### src/rtl/core/udcd_pkg.sv
`timescale 1ns / 1ps

package udcd_pkg;

  localparam int LINE_BUFFER_BYTES_DEF = 64;
  localparam int TIME_COUNTER_BITS_DEF = 16;

  localparam int CFG_IDX_W  = 2;
  localparam int CFG_DATA_W = 16;
  localparam int GROUP_MAX  = 3;
  localparam int PHASE_W    = 4;

  localparam logic [CFG_IDX_W-1:0] REG_WDOG_TIMEOUT   = 2'd0;
  localparam logic [CFG_IDX_W-1:0] REG_STATUS_INTERVAL = 2'd1;
  localparam logic [CFG_IDX_W-1:0] REG_STEER_CENTER   = 2'd2;
  localparam logic [CFG_IDX_W-1:0] REG_REVERSAL_DWELL = 2'd3;

  localparam logic [15:0] WDOG_TIMEOUT_RESET    = 16'd500;
  localparam logic [15:0] STATUS_INTERVAL_RESET = 16'd20;
  localparam logic [7:0]  STEER_CENTER_RESET    = 8'd90;
  localparam logic [7:0]  REVERSAL_DWELL_RESET  = 8'd30;
  localparam logic [7:0]  STEER_RESET           = 8'd90;
  localparam logic [7:0]  STEER_MAX             = 8'd180;
  localparam logic [7:0]  SPEED_MAX             = 8'd100;

  localparam logic [PHASE_W-1:0] PH_START = 4'd0;
  localparam logic [PHASE_W-1:0] PH_C     = 4'd1;
  localparam logic [PHASE_W-1:0] PH_WS1   = 4'd2;
  localparam logic [PHASE_W-1:0] PH_SIGN1 = 4'd3;
  localparam logic [PHASE_W-1:0] PH_DIG1  = 4'd4;
  localparam logic [PHASE_W-1:0] PH_WS2   = 4'd5;
  localparam logic [PHASE_W-1:0] PH_SIGN2 = 4'd6;
  localparam logic [PHASE_W-1:0] PH_DIG2  = 4'd7;
  localparam logic [PHASE_W-1:0] PH_COK   = 4'd8;
  localparam logic [PHASE_W-1:0] PH_CBAD  = 4'd9;
  localparam logic [PHASE_W-1:0] PH_E     = 4'd10;
  localparam logic [PHASE_W-1:0] PH_R     = 4'd11;
  localparam logic [PHASE_W-1:0] PH_UNK   = 4'd12;

  localparam logic [2:0] KIND_STOP      = 3'd0;
  localparam logic [2:0] KIND_FORWARD   = 3'd1;
  localparam logic [2:0] KIND_BACKWARD  = 3'd2;
  localparam logic [2:0] KIND_STEER     = 3'd3;
  localparam logic [2:0] KIND_ENC_RESET = 3'd4;
  localparam logic [2:0] KIND_BAD_C     = 3'd5;
  localparam logic [2:0] KIND_UNKNOWN   = 3'd6;
  localparam logic [2:0] KIND_STATUS    = 3'd7;

  localparam logic [1:0] DIR_STOP = 2'd0;
  localparam logic [1:0] DIR_FWD  = 2'd1;
  localparam logic [1:0] DIR_BWD  = 2'd2;

  localparam logic OP_BYTE = 1'b0;
  localparam logic OP_TICK = 1'b1;

  typedef struct packed {
    logic               opcode;
    logic [7:0]         rx_byte;
    logic signed [31:0] encoder_count;
  } in_item_t;

  typedef struct packed {
    logic [2:0]         kind;
    logic [6:0]         drive_duty;
    logic [7:0]         steer_angle;
    logic [7:0]         hold_ms;
    logic signed [7:0]  report_speed;
    logic [7:0]         report_steer;
    logic signed [31:0] report_encoder;
    logic               last;
  } out_item_t;

  typedef struct packed {
    logic [15:0] wdog_timeout;
    logic [15:0] status_interval;
    logic [7:0]  steer_center;
    logic [7:0]  reversal_dwell;
  } cfg_t;

  typedef struct packed {
    logic               exec;
    logic [PHASE_W-1:0] phase;
    logic [7:0]         first_value;
    logic               first_neg;
    logic [7:0]         second_value;
    logic               second_neg;
  } line_evt_t;

endpackage

### src/rtl/core/udcd_line_parser.sv
`timescale 1ns / 1ps

module udcd_line_parser #(
  parameter int LINE_BUFFER_BYTES = udcd_pkg::LINE_BUFFER_BYTES_DEF
) (
  input  logic                clk_i,
  input  logic                rst_ni,
  input  logic                commit_i,
  input  udcd_pkg::in_item_t  item_i,
  output udcd_pkg::line_evt_t evt_o
);

  localparam int LEN_W = $clog2(LINE_BUFFER_BYTES);
  localparam logic [LEN_W-1:0] LEN_LIMIT = LEN_W'(LINE_BUFFER_BYTES - 1);

  localparam logic [7:0] CH_NUL   = 8'h00;
  localparam logic [7:0] CH_TAB   = 8'h09;
  localparam logic [7:0] CH_LF    = 8'h0A;
  localparam logic [7:0] CH_VT    = 8'h0B;
  localparam logic [7:0] CH_FF    = 8'h0C;
  localparam logic [7:0] CH_CR    = 8'h0D;
  localparam logic [7:0] CH_SPACE = 8'h20;
  localparam logic [7:0] CH_PLUS  = 8'h2B;
  localparam logic [7:0] CH_COMMA = 8'h2C;
  localparam logic [7:0] CH_MINUS = 8'h2D;
  localparam logic [7:0] CH_ZERO  = 8'h30;
  localparam logic [7:0] CH_NINE  = 8'h39;
  localparam logic [7:0] CH_COLON = 8'h3A;
  localparam logic [7:0] CH_C     = 8'h43;
  localparam logic [7:0] CH_E     = 8'h45;
  localparam logic [7:0] CH_R     = 8'h52;

  function automatic logic [7:0] accumulate(input logic [7:0] v, input logic [7:0] b);
    logic [11:0] t;
    t = {4'b0, v} * 12'd10 + {4'b0, b - CH_ZERO};
    return (t > 12'd255) ? 8'hFF : t[7:0];
  endfunction

  logic [LEN_W-1:0]             len_q, len_d;
  logic [udcd_pkg::PHASE_W-1:0] phase_q, phase_d;
  logic                         ended_q, ended_d;
  logic [7:0]                   v1_q, v1_d, v2_q, v2_d;
  logic                         n1_q, n1_d, n2_q, n2_d;

  logic [7:0] b;
  logic       is_blank, is_digit, is_sign, is_term, exec;

  assign b        = item_i.rx_byte;
  assign is_blank = (b == CH_SPACE) || (b == CH_TAB) || (b == CH_VT) || (b == CH_FF);
  assign is_digit = (b >= CH_ZERO) && (b <= CH_NINE);
  assign is_sign  = (b == CH_PLUS) || (b == CH_MINUS);
  assign is_term  = (b == CH_LF) || (b == CH_CR);

  always_comb begin
    len_d   = len_q;
    phase_d = phase_q;
    ended_d = ended_q;
    v1_d    = v1_q;
    n1_d    = n1_q;
    v2_d    = v2_q;
    n2_d    = n2_q;
    exec    = 1'b0;
    if (is_term || (len_q >= LEN_LIMIT)) begin
      if (is_term) begin
        exec = (len_q != '0);
      end
      if (!is_term || (len_q != '0)) begin
        len_d   = '0;
        phase_d = udcd_pkg::PH_START;
        ended_d = 1'b0;
        v1_d    = '0;
        n1_d    = 1'b0;
        v2_d    = '0;
        n2_d    = 1'b0;
      end
    end else begin
      len_d = len_q + 1'b1;
      if (!ended_q) begin
        if (b == CH_NUL) begin
          ended_d = 1'b1;
        end else begin
          unique case (phase_q)
            udcd_pkg::PH_START: begin
              phase_d = (b == CH_C) ? udcd_pkg::PH_C :
                        (b == CH_E) ? udcd_pkg::PH_E :
                        (b == CH_R) ? udcd_pkg::PH_R : udcd_pkg::PH_UNK;
            end
            udcd_pkg::PH_C: begin
              phase_d = (b == CH_COLON) ? udcd_pkg::PH_WS1 : udcd_pkg::PH_UNK;
            end
            udcd_pkg::PH_WS1, udcd_pkg::PH_SIGN1: begin
              if (phase_q == udcd_pkg::PH_WS1 && is_blank) begin
                phase_d = phase_q;
              end else if (phase_q == udcd_pkg::PH_WS1 && is_sign) begin
                n1_d    = (b == CH_MINUS);
                phase_d = udcd_pkg::PH_SIGN1;
              end else if (is_digit) begin
                v1_d    = accumulate(v1_q, b);
                phase_d = udcd_pkg::PH_DIG1;
              end else begin
                phase_d = udcd_pkg::PH_CBAD;
              end
            end
            udcd_pkg::PH_DIG1: begin
              if (is_digit) begin
                v1_d = accumulate(v1_q, b);
              end else begin
                phase_d = (b == CH_COMMA) ? udcd_pkg::PH_WS2 : udcd_pkg::PH_CBAD;
              end
            end
            udcd_pkg::PH_WS2, udcd_pkg::PH_SIGN2: begin
              if (phase_q == udcd_pkg::PH_WS2 && is_blank) begin
                phase_d = phase_q;
              end else if (phase_q == udcd_pkg::PH_WS2 && is_sign) begin
                n2_d    = (b == CH_MINUS);
                phase_d = udcd_pkg::PH_SIGN2;
              end else if (is_digit) begin
                v2_d    = accumulate(v2_q, b);
                phase_d = udcd_pkg::PH_DIG2;
              end else begin
                phase_d = udcd_pkg::PH_CBAD;
              end
            end
            udcd_pkg::PH_DIG2: begin
              if (is_digit) begin
                v2_d = accumulate(v2_q, b);
              end else begin
                phase_d = udcd_pkg::PH_COK;
              end
            end
            udcd_pkg::PH_E, udcd_pkg::PH_R: begin
              phase_d = udcd_pkg::PH_UNK;
            end
            default: begin
              phase_d = phase_q;
            end
          endcase
        end
      end
    end
  end

  always_ff @(posedge clk_i or negedge rst_ni) begin
    if (!rst_ni) begin
      len_q   <= '0;
      phase_q <= udcd_pkg::PH_START;
      ended_q <= 1'b0;
      v1_q    <= '0;
      n1_q    <= 1'b0;
      v2_q    <= '0;
      n2_q    <= 1'b0;
    end else if (commit_i && (item_i.opcode == udcd_pkg::OP_BYTE)) begin
      len_q   <= len_d;
      phase_q <= phase_d;
      ended_q <= ended_d;
      v1_q    <= v1_d;
      n1_q    <= n1_d;
      v2_q    <= v2_d;
      n2_q    <= n2_d;
    end
  end

  assign evt_o.exec         = exec && (item_i.opcode == udcd_pkg::OP_BYTE);
  assign evt_o.phase        = phase_q;
  assign evt_o.first_value  = v1_q;
  assign evt_o.first_neg    = n1_q;
  assign evt_o.second_value = v2_q;
  assign evt_o.second_neg   = n2_q;

endmodule

### src/rtl/core/udcd_drive_ctrl.sv
`timescale 1ns / 1ps

module udcd_drive_ctrl #(
  parameter int TIME_COUNTER_BITS = udcd_pkg::TIME_COUNTER_BITS_DEF
) (
  input  logic                            clk_i,
  input  logic                            rst_ni,
  input  logic                            commit_i,
  input  udcd_pkg::in_item_t              item_i,
  input  udcd_pkg::line_evt_t             evt_i,
  input  udcd_pkg::cfg_t                  cfg_i,
  output udcd_pkg::out_item_t [2:0]       grp_o,
  output logic [1:0]                      cnt_o
);

  localparam int CMP_W = (TIME_COUNTER_BITS > 16) ? TIME_COUNTER_BITS : 16;

  logic signed [7:0]            speed_q, speed_d;
  logic [7:0]                   steer_q, steer_d;
  logic [1:0]                   dir_q, dir_d;
  logic                         fired_q, fired_d;
  logic [TIME_COUNTER_BITS-1:0] cmd_ms_q, cmd_ms_d, stat_ms_q, stat_ms_d;

  logic [TIME_COUNTER_BITS-1:0] cmd_inc, stat_inc;
  logic                         wd_fire, stat_fire;
  logic [6:0]                   mag;
  logic signed [7:0]            spd_new;
  logic [1:0]                   dir_new;
  logic [7:0]                   steer_new, center;
  logic                         reversal;

  udcd_pkg::out_item_t [2:0] cand;
  logic [2:0]                en;
  udcd_pkg::out_item_t [2:0] grp;
  logic [1:0]                n;

  function automatic udcd_pkg::out_item_t make_res(input logic [2:0] kind,
                                                   input logic [6:0] duty,
                                                   input logic [7:0] angle,
                                                   input logic [7:0] hold);
    udcd_pkg::out_item_t r;
    r             = '0;
    r.kind        = kind;
    r.drive_duty  = duty;
    r.steer_angle = angle;
    r.hold_ms     = hold;
    return r;
  endfunction

  assign cmd_inc   = (cmd_ms_q == '1) ? cmd_ms_q : cmd_ms_q + 1'b1;
  assign stat_inc  = (stat_ms_q == '1) ? stat_ms_q : stat_ms_q + 1'b1;
  assign wd_fire   = !fired_q && (CMP_W'(cmd_inc) > CMP_W'(cfg_i.wdog_timeout));
  assign stat_fire = CMP_W'(stat_inc) >= CMP_W'(cfg_i.status_interval);

  assign mag       = (evt_i.first_value > udcd_pkg::SPEED_MAX) ? udcd_pkg::SPEED_MAX[6:0]
                                                               : evt_i.first_value[6:0];
  assign spd_new   = evt_i.first_neg ? -$signed({1'b0, mag}) : $signed({1'b0, mag});
  assign dir_new   = (mag == '0) ? udcd_pkg::DIR_STOP :
                     evt_i.first_neg ? udcd_pkg::DIR_BWD : udcd_pkg::DIR_FWD;
  assign steer_new = evt_i.second_neg ? 8'd0 :
                     (evt_i.second_value > udcd_pkg::STEER_MAX) ? udcd_pkg::STEER_MAX
                                                                 : evt_i.second_value;
  assign center    = (cfg_i.steer_center > udcd_pkg::STEER_MAX) ? udcd_pkg::STEER_MAX
                                                                 : cfg_i.steer_center;
  assign reversal  = ((dir_q == udcd_pkg::DIR_FWD) && (dir_new == udcd_pkg::DIR_BWD)) ||
                     ((dir_q == udcd_pkg::DIR_BWD) && (dir_new == udcd_pkg::DIR_FWD));

  always_comb begin
    cand      = '0;
    en        = '0;
    speed_d   = speed_q;
    steer_d   = steer_q;
    dir_d     = dir_q;
    fired_d   = fired_q;
    cmd_ms_d  = cmd_ms_q;
    stat_ms_d = stat_ms_q;
    if (item_i.opcode == udcd_pkg::OP_TICK) begin
      cmd_ms_d  = cmd_inc;
      stat_ms_d = stat_inc;
      if (wd_fire) begin
        en[0]   = 1'b1;
        cand[0] = make_res(udcd_pkg::KIND_STOP, '0, '0, '0);
        speed_d = '0;
        dir_d   = udcd_pkg::DIR_STOP;
        fired_d = 1'b1;
      end
      if (stat_fire) begin
        en[1]                  = 1'b1;
        cand[1]                = make_res(udcd_pkg::KIND_STATUS, '0, '0, '0);
        cand[1].report_speed   = wd_fire ? 8'sd0 : speed_q;
        cand[1].report_steer   = steer_q;
        cand[1].report_encoder = item_i.encoder_count;
        stat_ms_d              = '0;
      end
    end else if (evt_i.exec) begin
      cmd_ms_d = '0;
      fired_d  = 1'b0;
      unique case (evt_i.phase)
        udcd_pkg::PH_DIG2, udcd_pkg::PH_COK: begin
          if (spd_new != speed_q) begin
            en[0]   = reversal;
            cand[0] = make_res(udcd_pkg::KIND_STOP, '0, '0, cfg_i.reversal_dwell);
            en[1]   = 1'b1;
            unique case (dir_new)
              udcd_pkg::DIR_FWD: cand[1] = make_res(udcd_pkg::KIND_FORWARD, mag, '0, '0);
              udcd_pkg::DIR_BWD: cand[1] = make_res(udcd_pkg::KIND_BACKWARD, mag, '0, '0);
              default:           cand[1] = make_res(udcd_pkg::KIND_STOP, '0, '0, '0);
            endcase
            speed_d = spd_new;
            dir_d   = dir_new;
          end
          if (steer_new != steer_q) begin
            en[2]   = 1'b1;
            cand[2] = make_res(udcd_pkg::KIND_STEER, '0, steer_new, '0);
            steer_d = steer_new;
          end
        end
        udcd_pkg::PH_E: begin
          en[0]   = 1'b1;
          cand[0] = make_res(udcd_pkg::KIND_STOP, '0, '0, '0);
          en[1]   = 1'b1;
          cand[1] = make_res(udcd_pkg::KIND_STEER, '0, center, '0);
          speed_d = '0;
          dir_d   = udcd_pkg::DIR_STOP;
          steer_d = center;
        end
        udcd_pkg::PH_R: begin
          en[0]   = 1'b1;
          cand[0] = make_res(udcd_pkg::KIND_ENC_RESET, '0, '0, '0);
        end
        udcd_pkg::PH_WS1, udcd_pkg::PH_SIGN1, udcd_pkg::PH_DIG1,
        udcd_pkg::PH_WS2, udcd_pkg::PH_SIGN2, udcd_pkg::PH_CBAD: begin
          en[0]   = 1'b1;
          cand[0] = make_res(udcd_pkg::KIND_BAD_C, '0, '0, '0);
        end
        default: begin
          en[0]   = 1'b1;
          cand[0] = make_res(udcd_pkg::KIND_UNKNOWN, '0, '0, '0);
        end
      endcase
    end
  end

  // pack enabled results toward slot 0 and flag the final one
  always_comb begin
    grp = '0;
    n   = '0;
    for (int k = 0; k < udcd_pkg::GROUP_MAX; k++) begin
      if (en[k]) begin
        grp[n] = cand[k];
        n      = n + 1'b1;
      end
    end
    for (int i = 0; i < udcd_pkg::GROUP_MAX; i++) begin
      grp[i].last = (n == 2'(i + 1));
    end
  end

  assign grp_o = grp;
  assign cnt_o = n;

  always_ff @(posedge clk_i or negedge rst_ni) begin
    if (!rst_ni) begin
      speed_q   <= '0;
      steer_q   <= udcd_pkg::STEER_RESET;
      dir_q     <= udcd_pkg::DIR_STOP;
      fired_q   <= 1'b0;
      cmd_ms_q  <= '0;
      stat_ms_q <= '0;
    end else if (commit_i) begin
      speed_q   <= speed_d;
      steer_q   <= steer_d;
      dir_q     <= dir_d;
      fired_q   <= fired_d;
      cmd_ms_q  <= cmd_ms_d;
      stat_ms_q <= stat_ms_d;
    end
  end

`ifndef NO_ASSERTIONS
  a_dir_matches_speed: assert property (@(posedge clk_i) disable iff (!rst_ni)
    ((dir_q == udcd_pkg::DIR_FWD) == (speed_q > 8'sd0)) &&
    ((dir_q == udcd_pkg::DIR_BWD) == (speed_q < 8'sd0)))
    else $error("motor direction disagrees with commanded speed");

  a_speed_range: assert property (@(posedge clk_i) disable iff (!rst_ni)
    (speed_q <= 8'sd100) && (speed_q >= -8'sd100) && (steer_q <= udcd_pkg::STEER_MAX))
    else $error("commanded speed or steering out of range");

  a_fired_after_stop: assert property (@(posedge clk_i) disable iff (!rst_ni)
    (commit_i && wd_fire && (item_i.opcode == udcd_pkg::OP_TICK)) |=>
    fired_q && (speed_q == 8'sd0))
    else $error("watchdog stop did not latch");
`endif

endmodule

### src/rtl/core/udcd_result_buf.sv
`timescale 1ns / 1ps

module udcd_result_buf (
  input  logic                      clk_i,
  input  logic                      rst_ni,
  input  logic                      load_i,
  input  udcd_pkg::out_item_t [2:0] grp_i,
  input  logic [1:0]                cnt_i,
  output logic                      free_o,
  output logic                      out_valid_o,
  input  logic                      out_stall_i,
  output udcd_pkg::out_item_t       out_item_o
);

  udcd_pkg::out_item_t [2:0] buf_q;
  logic [1:0]                cnt_q;
  logic                      take;

  assign out_valid_o = (cnt_q != 2'd0);
  assign out_item_o  = buf_q[0];
  assign take        = out_valid_o && !out_stall_i;
  assign free_o      = (cnt_q == 2'd0) || ((cnt_q == 2'd1) && take);

  always_ff @(posedge clk_i or negedge rst_ni) begin
    if (!rst_ni) begin
      cnt_q <= '0;
    end else if (load_i) begin
      cnt_q <= cnt_i;
    end else if (take) begin
      cnt_q <= cnt_q - 1'b1;
    end
  end

  // shift the group down one beat at a time
  always_ff @(posedge clk_i) begin
    if (load_i) begin
      buf_q <= grp_i;
    end else if (take) begin
      buf_q[0] <= buf_q[1];
      buf_q[1] <= buf_q[2];
    end
  end

`ifndef NO_ASSERTIONS
  a_load_when_free: assert property (@(posedge clk_i) disable iff (!rst_ni)
    load_i |-> free_o)
    else $error("result group overwritten before it drained");

  a_tail_is_last: assert property (@(posedge clk_i) disable iff (!rst_ni)
    (cnt_q == 2'd1) |-> buf_q[0].last)
    else $error("final beat of a group lacks last");
`endif

endmodule

### src/rtl/core/uart_drive_command_decoder_top.sv
`timescale 1ns / 1ps

// UART drive command decoder.
// Input channel (in_valid_i / in_stall_o / in_item_i): one beat is either a
// received UART byte or a one-millisecond tick carrying the encoder count.
// Output channel (out_valid_o / out_stall_i / out_item_o): drive, steer,
// encoder reset, error and status results; last marks the final result of
// the input beat that caused it. Most beats cause no result; at most three.
// An accepted beat is registered in the input register, then decoded
// combinationally into the result group register, from which its first
// result is offered. Throughput: one input beat per cycle while each beat
// yields at most one result and out_stall_i is low; a beat with several
// results holds the group, which drains one result per unstalled cycle.
// While the receiver stalls, the current result holds and the input register
// fills, after which in_stall_o rises; nothing is dropped.
// Configuration: cfg_we_i writes cfg_data_i into register cfg_index_i
// (0 watchdog timeout, 1 status interval, 2 steering center, 3 reversal
// dwell); write only while idle.
// Reset clears the line parser, sets speed 0 and steering 90, clears both
// millisecond counters and loads the configuration defaults.

module uart_drive_command_decoder_top #(
  parameter int LINE_BUFFER_BYTES = udcd_pkg::LINE_BUFFER_BYTES_DEF,
  parameter int TIME_COUNTER_BITS = udcd_pkg::TIME_COUNTER_BITS_DEF
) (
  input  logic                                clk_i,
  input  logic                                rst_ni,
  input  logic                                in_valid_i,
  output logic                                in_stall_o,
  input  udcd_pkg::in_item_t                  in_item_i,
  output logic                                out_valid_o,
  input  logic                                out_stall_i,
  output udcd_pkg::out_item_t                 out_item_o,
  input  logic                                cfg_we_i,
  input  logic [udcd_pkg::CFG_IDX_W-1:0]      cfg_index_i,
  input  logic [udcd_pkg::CFG_DATA_W-1:0]     cfg_data_i
);

  udcd_pkg::cfg_t            cfg_q;
  logic                      in_vld_q;
  udcd_pkg::in_item_t        in_q;
  logic                      free, commit, accept;
  udcd_pkg::line_evt_t       evt;
  udcd_pkg::out_item_t [2:0] grp;
  logic [1:0]                cnt;

  assign commit     = in_vld_q && free;
  assign in_stall_o = in_vld_q && !free;
  assign accept     = in_valid_i && !in_stall_o;

  always_ff @(posedge clk_i or negedge rst_ni) begin
    if (!rst_ni) begin
      in_vld_q <= 1'b0;
    end else if (accept) begin
      in_vld_q <= 1'b1;
    end else if (commit) begin
      in_vld_q <= 1'b0;
    end
  end

  always_ff @(posedge clk_i) begin
    if (accept) begin
      in_q <= in_item_i;
    end
  end

  always_ff @(posedge clk_i or negedge rst_ni) begin
    if (!rst_ni) begin
      cfg_q.wdog_timeout    <= udcd_pkg::WDOG_TIMEOUT_RESET;
      cfg_q.status_interval <= udcd_pkg::STATUS_INTERVAL_RESET;
      cfg_q.steer_center    <= udcd_pkg::STEER_CENTER_RESET;
      cfg_q.reversal_dwell  <= udcd_pkg::REVERSAL_DWELL_RESET;
    end else if (cfg_we_i) begin
      unique case (cfg_index_i)
        udcd_pkg::REG_WDOG_TIMEOUT:    cfg_q.wdog_timeout    <= cfg_data_i;
        udcd_pkg::REG_STATUS_INTERVAL: cfg_q.status_interval <= cfg_data_i;
        udcd_pkg::REG_STEER_CENTER:    cfg_q.steer_center    <= cfg_data_i[7:0];
        udcd_pkg::REG_REVERSAL_DWELL:  cfg_q.reversal_dwell  <= cfg_data_i[7:0];
        default: ;
      endcase
    end
  end

  udcd_line_parser #(
    .LINE_BUFFER_BYTES (LINE_BUFFER_BYTES)
  ) u_parser (
    .clk_i    (clk_i),
    .rst_ni   (rst_ni),
    .commit_i (commit),
    .item_i   (in_q),
    .evt_o    (evt)
  );

  udcd_drive_ctrl #(
    .TIME_COUNTER_BITS (TIME_COUNTER_BITS)
  ) u_drive (
    .clk_i    (clk_i),
    .rst_ni   (rst_ni),
    .commit_i (commit),
    .item_i   (in_q),
    .evt_i    (evt),
    .cfg_i    (cfg_q),
    .grp_o    (grp),
    .cnt_o    (cnt)
  );

  udcd_result_buf u_rbuf (
    .clk_i       (clk_i),
    .rst_ni      (rst_ni),
    .load_i      (commit),
    .grp_i       (grp),
    .cnt_i       (cnt),
    .free_o      (free),
    .out_valid_o (out_valid_o),
    .out_stall_i (out_stall_i),
    .out_item_o  (out_item_o)
  );

endmodule

### config.mk
export PLATFORM = sky130hd
export DESIGN_NAME = uart_drive_command_decoder_top
export DESIGN_NICKNAME = d
export VERILOG_FILES = /design/src/rtl/core/udcd_pkg.sv /design/src/rtl/core/udcd_line_parser.sv /design/src/rtl/core/udcd_drive_ctrl.sv /design/src/rtl/core/udcd_result_buf.sv /design/src/rtl/core/uart_drive_command_decoder_top.sv
export SDC_FILE = /design/constraint.sdc
export NUM_CORES = 1
export LEC_CHECK = 0
export ABC_CLOCK_PERIOD_IN_PS = 6300
export BUFFER_PORTS_ARGS = -buffer_cell sky130_fd_sc_hd__buf_4
export CAP_MARGIN = 5
export CORE_MARGIN = 10
export CORE_UTILIZATION = 56
export CTS_CLUSTER_DIAMETER = 120
export DETAILED_ROUTE_END_ITERATION = 6
export HOLD_SLACK_MARGIN = 0.06
export PLACE_DENSITY = 0.82
export RECOVER_POWER = 100
export SLEW_MARGIN = 20
export SYNTH_ARGS = -nofsm -noshare
export SYNTH_HDL_FRONTEND = slang
export SYNTH_SLANG_ARGS = --single-unit
### constraint.sdc
create_clock -name clk_i -period 6.3 [get_ports clk_i]
set_input_delay 0.945 -clock clk_i [delete_from_list [all_inputs] [get_ports clk_i]]
set_output_delay 0.945 -clock clk_i [all_outputs]
set_load 0.02 [all_outputs]
==> flow_summary.json, run 1 <==
{
  "grt_pass1_vias": 12129,
  "grt_pass1_wl_mm": 65.1,
  "crit_path_top_delay_cell": "or4_1",
  "synth_xor_area_frac": 0.0266,
  "required_ns": 6.67,
  "crit_path_start_kind": "flop",
  "end_kind": "flop",
  "cts_hold_repair.buffers": 0,
  "clkSlewWorstSetupHoldPaths_ns": 0.06,
  "ant_nets": 0,
  "skew_ns": 0.0201,
  "crit_chain": "and4_1 > nand4_1 > or4_1 > nand2b_1 > nor2_1 > xor2_1 > ha_1 > a21o_1 > a21o_1 > a211o_1 > a31oi_1 > o31ai_1 > nand3b_1 > inv_1 > ha_1 > o211ai_1 > nand2_1 > a21oi_2 > clkbuf_4 > and3_1",
  "status": "finished, violations left",
  "rsz0062_at_grt": "false",
  "numCtsBuffers": 34,
  "overflow": 0,
  "finalCritPeriodShare": 0.929,
  "gp_congestion": 0.919,
  "synthAdderAreaFrac": 0.0655,
  "dr.pass1.iters": 7,
  "synth_cell_types": 78,
  "grt_max_degree": 94,
  "ys_ff_latch": 324,
  "pre_cts_ws_ns": 0.556,
  "holdPathStages": 1,
  "wl_per_cell_um": 19.8,
  "synthFlopType": "edfxtp_1",
  "critPathArrivalTime_ns": 6.23,
  "yosysTopAreaCellShare": 0.336,
  "p_sw_mw": 3.57,
  "violations": "DRC, capacitance limit, slew limit",
  "dp_cells": 1978,
  "port_buffers": 140,
  "grt.total_usage": 0.205,
  "cp_slowest_stage_delay_ns": 0.73,
  "holdWs_ns": 0.507,
  "netlist_instances": 1567,
  "hpwl_mm": 28.2,
  "vias_per_cell": 6.13,
  "worst_slew_margin_rel": -1.98,
  "synth_top_family_by_area": "compound AO/OA/AOI/OAI gates",
  "drive_gt1_frac": 0.112,
  "antenna_cells": 0,
  "layout_min_cycle_time_ns": 5.85,
  "syn_area_sq_mm": 0.0173,
  "clockPowerShare": 0.218,
  "p_sw_frac": 0.390,
  "cts_sinks": 324,
  "cts_root_buf": "clkbuf_16",
  "synthMuxAreaShare": 0.0258,
  "power_frac_comb": 0.378,
  "area_delta_synth_final_pct": 9.31,
  "rows": 64,
  "cts_tree": "done",
  "fmax_mhz": 171,
  "min_from": "cfg_q[31]$_DFFE_PN0P_",
  "worstMarginPinSlew_ns": 4.47,
  "finalHoldViolations": 0,
  "synth_enable_flop_cells": 193,
  "fin_cells": 2041,
  "seq_area_frac_synth": 0.527,
  "synthSimpleGateAreaFrac": 0.128,
  "ys.warnings.count": 0,
  "power_frac_seq": 0.404,
  "crit_buf_inv": 2,
  "clock_latency_ns": 0.52,
  "die_w_um": 196,
  "crit_family": "simple AND/OR/NAND/NOR gates",
  "peakVddDrop_v": 0.000236,
  "cp.depth": 20,
  "critPathLaunch": "u_drive.stat_ms_q[3]$_DFFE_PN0P_",
  "crit_type": "flop to flop",
  "power_mw": 9.15,
  "cts_htree_levels": 2,
  "drt-initial-drc-count": 990,
  "cp_max_fo": 38,
  "nets": 1771,
  "drv_cap": 9,
  "die_h_um": 196,
  "totalWireLength_mm": 40.5,
  "setup_tns_ns": 0,
  "die_area_sq_mm": 0.0383,
  "r2r_start": "u_drive.stat_ms_q[3]$_DFFE_PN0P_",
  "setup_violations": 0,
  "dr_total_vias": 12508,
  "start_util": 0.566,
  "drc": 1,
  "p_int_mw": 5.58,
  "worstHoldPathType": "flop to flop",
  "clk_path_buf_depth": 3,
  "synth-compound-area-share": 0.162,
  "top_level_ports": 141,
  "setup_slack_ns": 0.446,
  "leakage_nw": 7.81,
  "power_density_mw_per_mm2": 485,
  "antenna_found_initial": 0,
  "syn_area_per_cell_sq_um": 11.0,
  "synth_area_leaders": "edfxtp_1 (34%), dfrtp_1 (16%), ha_1 (6.1%), buf_4 (3.3%), dfstp_2 (3.0%)",
  "async_flop_share": 0.404,
  "reg2regPathDepth": 20,
  "yosysTopAreaCell": "edfxtp_1",
  "drv_slew": 385,
  "core_sq_mm": 0.0305
}
-- worst register-to-register path, cell delays in order, from the launching register on --
cell and delay (ns):
dfrtp_1 0.47, and4_1 0.30, nand4_1 0.23, or4_1 0.73, nand2b_1 0.23, nor2_1 0.11
xor2_1 0.16, ha_1 0.30, a21o_1 0.16, a21o_1 0.17, a211o_1 0.32, a31oi_1 0.18
o31ai_1 0.18, nand3b_1 0.28, inv_1 0.10, ha_1 0.31, o211ai_1 0.41, nand2_1 0.27
a21oi_2 0.18, clkbuf_4 0.38, and3_1 0.24
-- area by class of cell --
class	count	area (sq um)
sequential	324	9100
tap	396	495
multi-input combinational	1031	7080
clock inverter	17	183
clock buffer	45	922
fill	2403	11600
timing repair buffer	161	842
inverter	67	251
-- sequential cells by signal, indices dropped and copies added (netlist names), 2 cells and up --
register,cells
cfg_q,48
in_q,41
u_drive.cmd_ms_q,16
u_drive.dir_q,2
u_drive.speed_q,8
u_drive.stat_ms_q,16
u_drive.steer_q,8
u_parser.len_q,6
u_parser.phase_q,4
u_parser.v1_q,8
u_parser.v2_q,8
u_rbuf.buf_q,77
u_rbuf.cnt_q,2
u_rbuf.out_item_o,75
-- repair_timing --
| action | in CTS | in global routing |
|---|---|---|
| resized for setup | 0 | 1 |
| endpoints found under the setup margin | 0 | 38 |
| buffers inserted | 0 | 0 |
-- synth_stat cells, types with 16 or more instances --
cell type and n:
buf_4 77, inv_1 67, dfrtp_1 111, clkbuf_1 69, a32o_1 32, o21ai_0 101, nand2_1 134, dfstp_2 20
a21oi_1 70, a31oi_1 17, o31ai_1 24, ha_1 84, mux2_2 36, edfxtp_1 193, xnor2_1 34, nand3_1 43
and2_1 16, a22o_1 42, nor2_1 91, and3_1 50, nor3_1 21
-- worst paths after layout --
kind	endpoint	slack, ns
worst min register to register	cfg_q[31]$_DFFE_PN0P_	0.51
worst max register to register	u_rbuf.buf_q[97]$_SDFFCE_PN0P_	0.45
max in group asynchronous	u_parser.v1_q[6]$_DFFE_PN0P_	1.26
worst min-delay path	cfg_q[31]$_DFFE_PN0P_	0.51
worst max-delay path	u_rbuf.buf_q[97]$_SDFFCE_PN0P_	0.45
min in group asynchronous	cfg_q[6]$_DFFE_PN0P_	2.00
-- power groups by stage --
stage | combinational (mW) | sequential (mW) | clock, mW
floorplan | 2.91 | 3.50 | 0
global placement | 3.55 | 3.66 | 0
detailed placement | 3.65 | 3.70 | 0
CTS | 3.68 | 3.67 | 2.02
global route | 3.81 | 3.77 | 2.12
finish | 3.46 | 3.69 | 1.99
-- metrics by stage --
step                 util  area, sq um
detailed placement  0.595        18200
global route        0.619        18900
global placement    0.595        18200
floorplan               -        17300
finish              0.619        18900
CTS                 0.632        19300
-- layout by cell type, fill, tap and decap left out, drive strengths merged, types with 12 or more instances in the layout --
cell	synthesis	final
a21o	14	14
a21oi	70	70
a22o	42	42
a31oi	17	17
a32o	32	32
and2	16	16
and3	50	50
buf	83	27
clkbuf	69	179
dfrtp	111	111
dfstp	20	20
edfxtp	193	193
ha	84	84
inv	67	70
mux2	36	36
nand2	134	134
nand3	43	43
nand4	12	12
nor2	91	91
nor2b	12	12
nor3	22	22
o21a	14	14
o21ai	102	102
o31ai	25	25
xnor2	34	34
xor2	13	13
-- metal layers --
| layer | vias to the layer above | routed length [um] | track usage |
|---|---|---|---|
| met3 | 82 | 2820 | 0.0334 |
| met1 | 6051 | 17300 | 0.276 |
| met2 | 518 | 19200 | 0.332 |
| met4 | 0 | 1150 | 0.0648 |
| li1 | 5857 | - | - |
| met5 | - | 0 | 0 |
-- kinds of logic after synthesis --
group,count (synthesis)
buffers and inverters,219
other,1
AND/OR/NAND/NOR,445
AO/OA/AOI/OAI,401
XOR/XNOR,49
adder cells (fa/ha/maj),88
multiplexers,40
flip-flops,324
Note: power is estimated with default switching activity, not from simulation.
==> run 2, diff against run 1 <==
- CORE_UTILIZATION: 56 -> 45
- PLACE_DENSITY: 0.82 -> 0.7
==> run 2 against run 1 <==
  * Sequential share of layout area fell by 0.51 points
  * Final cell count rose by 5.9%
  * Clock power rose by 3%
  * Highest routed layer unchanged
  * Count of clock-buffer cells in the layout rose by 5
  * Core utilization fell by 11 points
  * Critical path depth fell by 1
  * Hold slack got worse by 0.0057 ns
  * The flow finishes with violations (capacitance limit, slew limit)
  * Combinational power barely moved
  * Register-to-register slack improved by 0.14 ns
==> flow_summary.json, run 2 (same netlist as run 1, synthesis figures left out) <==
{
  "status": "finished, violations left",
  "violations": "capacitance limit, slew limit",
  "drv_cap": 11,
  "p_sw_mw": 3.58,
  "grt_pass1_vias": 11987,
  "numCtsBuffers": 36,
  "worstMarginPinSlew_ns": 3.56,
  "top_layer_used": "met4",
  "vias_per_cell": 5.70,
  "fmax_mhz": 175,
  "ant_nets": 0,
  "port_buffers": 140,
  "antenna_cells": 0,
  "power_density_mw_per_mm2": 483,
  "holdPathStages": 1,
  "crit_type": "flop to flop",
  "dp_cells": 2094,
  "crit_path_top_delay_cell": "and2_0",
  "grt_max_degree": 80,
  "drc": 0,
  "area_delta_synth_final_pct": 10.5,
  "drv_slew": 420,
  "mostFrequentLayoutCells": "edfxtp_1 (193), nand2_1 (134), dfrtp_1 (111)",
  "p_int_mw": 5.64,
  "largest_reg_flops": 77,
  "p_sw_frac": 0.389,
  "critPathArrivalTime_ns": 6.09,
  "top_level_ports": 141,
  "layout_min_cycle_time_ns": 5.71,
  "crit_chain": "ha_1 > and3_1 > nand3_1 > or3_1 > nor2b_1 > nand3_1 > xnor2_1 > ha_1 > nand4_1 > a2111oi_0 > o31a_1 > nand2_1 > nand2_1 > inv_1 > ha_1 > o211ai_1 > and4_1 > and2_0 > a22o_1",
  "setup_slack_ns": 0.589,
  "finalHoldViolations": 0,
  "crit_top_cell": "ha_1",
  "r2r_start": "u_drive.cmd_ms_q[0]$_DFFE_PN0P_",
  "cts_tree": "done",
  "antenna_found_initial": 0,
  "met1_length_mm": 18.4,
  "worstHoldPathType": "flop to flop",
  "place_area_sq_mm": 0.0183,
  "route.met2.wl_mm": 19.0,
  "gp_congestion": 0.857,
  "cts_hold_repair.buffers": 0,
  "rows": 71,
  "clock_latency_ns": 0.53,
  "totalWireLength_mm": 40.6,
  "required_ns": 6.68,
  "clkSlewWorstSetupHoldPaths_ns": 0.06,
  "cts_root_buf": "clkbuf_16",
  "power_mw": 9.22,
  "holdPathEnd": "cfg_q[0]$_DFFE_PN0P_",
  "clockPowerShare": 0.223,
  "clk_path_buf_depth": 3,
  "drive_gt1_frac": 0.112,
  "reg2regPathDepth": 19,
  "peakVddDrop_v": 0.000202,
  "drt-initial-drc-count": 870,
  "cts_sinks": 324,
  "die_area_sq_mm": 0.0466,
  "hpwl_mm": 28.4,
  "die_w_um": 216,
  "regMostFlops": "u_rbuf.buf_q",
  "fin_area_sq_mm": 0.0191,
  "rsz0062_at_grt": "false",
  "dr_wl_met3_mm": 2.30,
  "mostFrequentLayoutCell": "edfxtp_1",
  "power_frac_comb": 0.378,
  "core_sq_mm": 0.0378,
  "rr_endpoint": "u_rbuf.out_item_o[35]$_DFFE_PP_",
  "start_util": 0.457,
  "min_from": "cfg_q[0]$_DFFE_PN0P_",
  "overflow": 0,
  "grt_pass1_wl_mm": 65.3,
  "dr_total_vias": 12314,
  "power_frac_seq": 0.400,
  "die_h_um": 216,
  "cts_htree_levels": 2,
  "worst_slew_margin_rel": -1.37,
  "crit_path_start_kind": "flop",
  "setup_tns_ns": 0,
  "leakage_nw": 7.84,
  "fin_cells": 2161,
  "cp_slowest_stage_delay_ns": 0.75,
  "r2r_slack_ns": 0.59,
  "fill_cells": 3384,
  "nets": 1774,
  "pre_cts_ws_ns": 0.617,
  "setup_violations": 0,
  "finalCritPeriodShare": 0.907,
  "cp_max_fo": 17,
  "wl_per_cell_um": 18.8,
  "skew_ns": 0.0131,
  "grt.total_usage": 0.168,
  "end_kind": "flop",
  "dr.pass1.iters": 6
}
run 2: changes by cell type in the layout (fill, tap and decap cells not counted), moves of 2 or more:
| cell | before | now |
|---|---|---|
| clkbuf_16 | 34 | 38 |
| and2_0 | 9 | 6 |
| clkinv_1 | 2 | 5 |
| inv_6 | 3 | 0 |
| and2_1 | 7 | 9 |
run 2: layout make-up:
cell class,instances,area [sq um],share of cell area
flip-flops and latches,324,9100,0.477
multi-input cells,1031,7080,0.371
clock buffers,50,1020,0.0533
repair buffers,162,851,0.0446
well taps,511,639,0.0335
inverters,67,251,0.0132
clock inverters,16,139,0.00728
run 2: worst max path at each step:
stage	from	end	slack (ns)	cells after the start
2_1_floorplan	u_parser.v1_q[5]$_DFFE_PN0P_	u_rbuf.buf_q[103]$_SDFFCE_PN0P_	1.0	19
3_3_place_gp	u_drive.stat_ms_q[3]$_DFFE_PN0P_	u_rbuf.buf_q[140]$_SDFFCE_PN0P_	0.84	19
3_5_place_dp	u_drive.cmd_ms_q[0]$_DFFE_PN0P_	u_rbuf.buf_q[144]$_SDFFCE_PN0P_	0.62	19
4_1_cts	u_drive.cmd_ms_q[0]$_DFFE_PN0P_	u_rbuf.buf_q[144]$_SDFFCE_PN0P_	0.42	19
5_1_grt	u_drive.cmd_ms_q[0]$_DFFE_PN0P_	u_rbuf.out_item_o[35]$_DFFE_PP_	0.16	19
6_report	u_drive.cmd_ms_q[0]$_DFFE_PN0P_	u_rbuf.out_item_o[35]$_DFFE_PP_	0.59	19
run 2: power by group through the flow:
stage / combinational (mW) / sequential [mW] / clock [mW]
floorplan: 2.91 / 3.50 / 0
global placement: 3.62 / 3.66 / 0
detailed placement: 3.69 / 3.69 / 0
CTS: 3.71 / 3.65 / 2.10
global route: 3.86 / 3.78 / 2.18
finish: 3.48 / 3.68 / 2.05
run 2: routing by layer:
metal	vias up	track usage
li1	5869	-
met1	6011	0.230
met2	374	0.272
met3	60	0.0308
met4	0	0.0436
met5	-	0
run 2: what timing repair did:
action / in CTS / in global routing
buffers inserted: 0 / 1
endpoints found under the setup margin: 0 / 44
gates resized for setup: 0 / 1
run 2: critical path, delay by kind of cell (launching register included):
kind                       cells  cell delay (ns)
adders and majority gates      3             0.79
AOI/OAI and AO/OA              4             1.19
DFF                            1             0.42
and+or+nand+nor               10             2.89
buffers and inverters          1             0.12
xor gates and xnor gates       1             0.16
run 2: through the flow:
stage	utilization	hold WS, ns
final	0.505	0.501
after global routing	0.505	0.512
after CTS	0.516	0.465
after detailed placement	0.485	0.488
after global placement	0.485	0.480
after floorplan	-	0.451
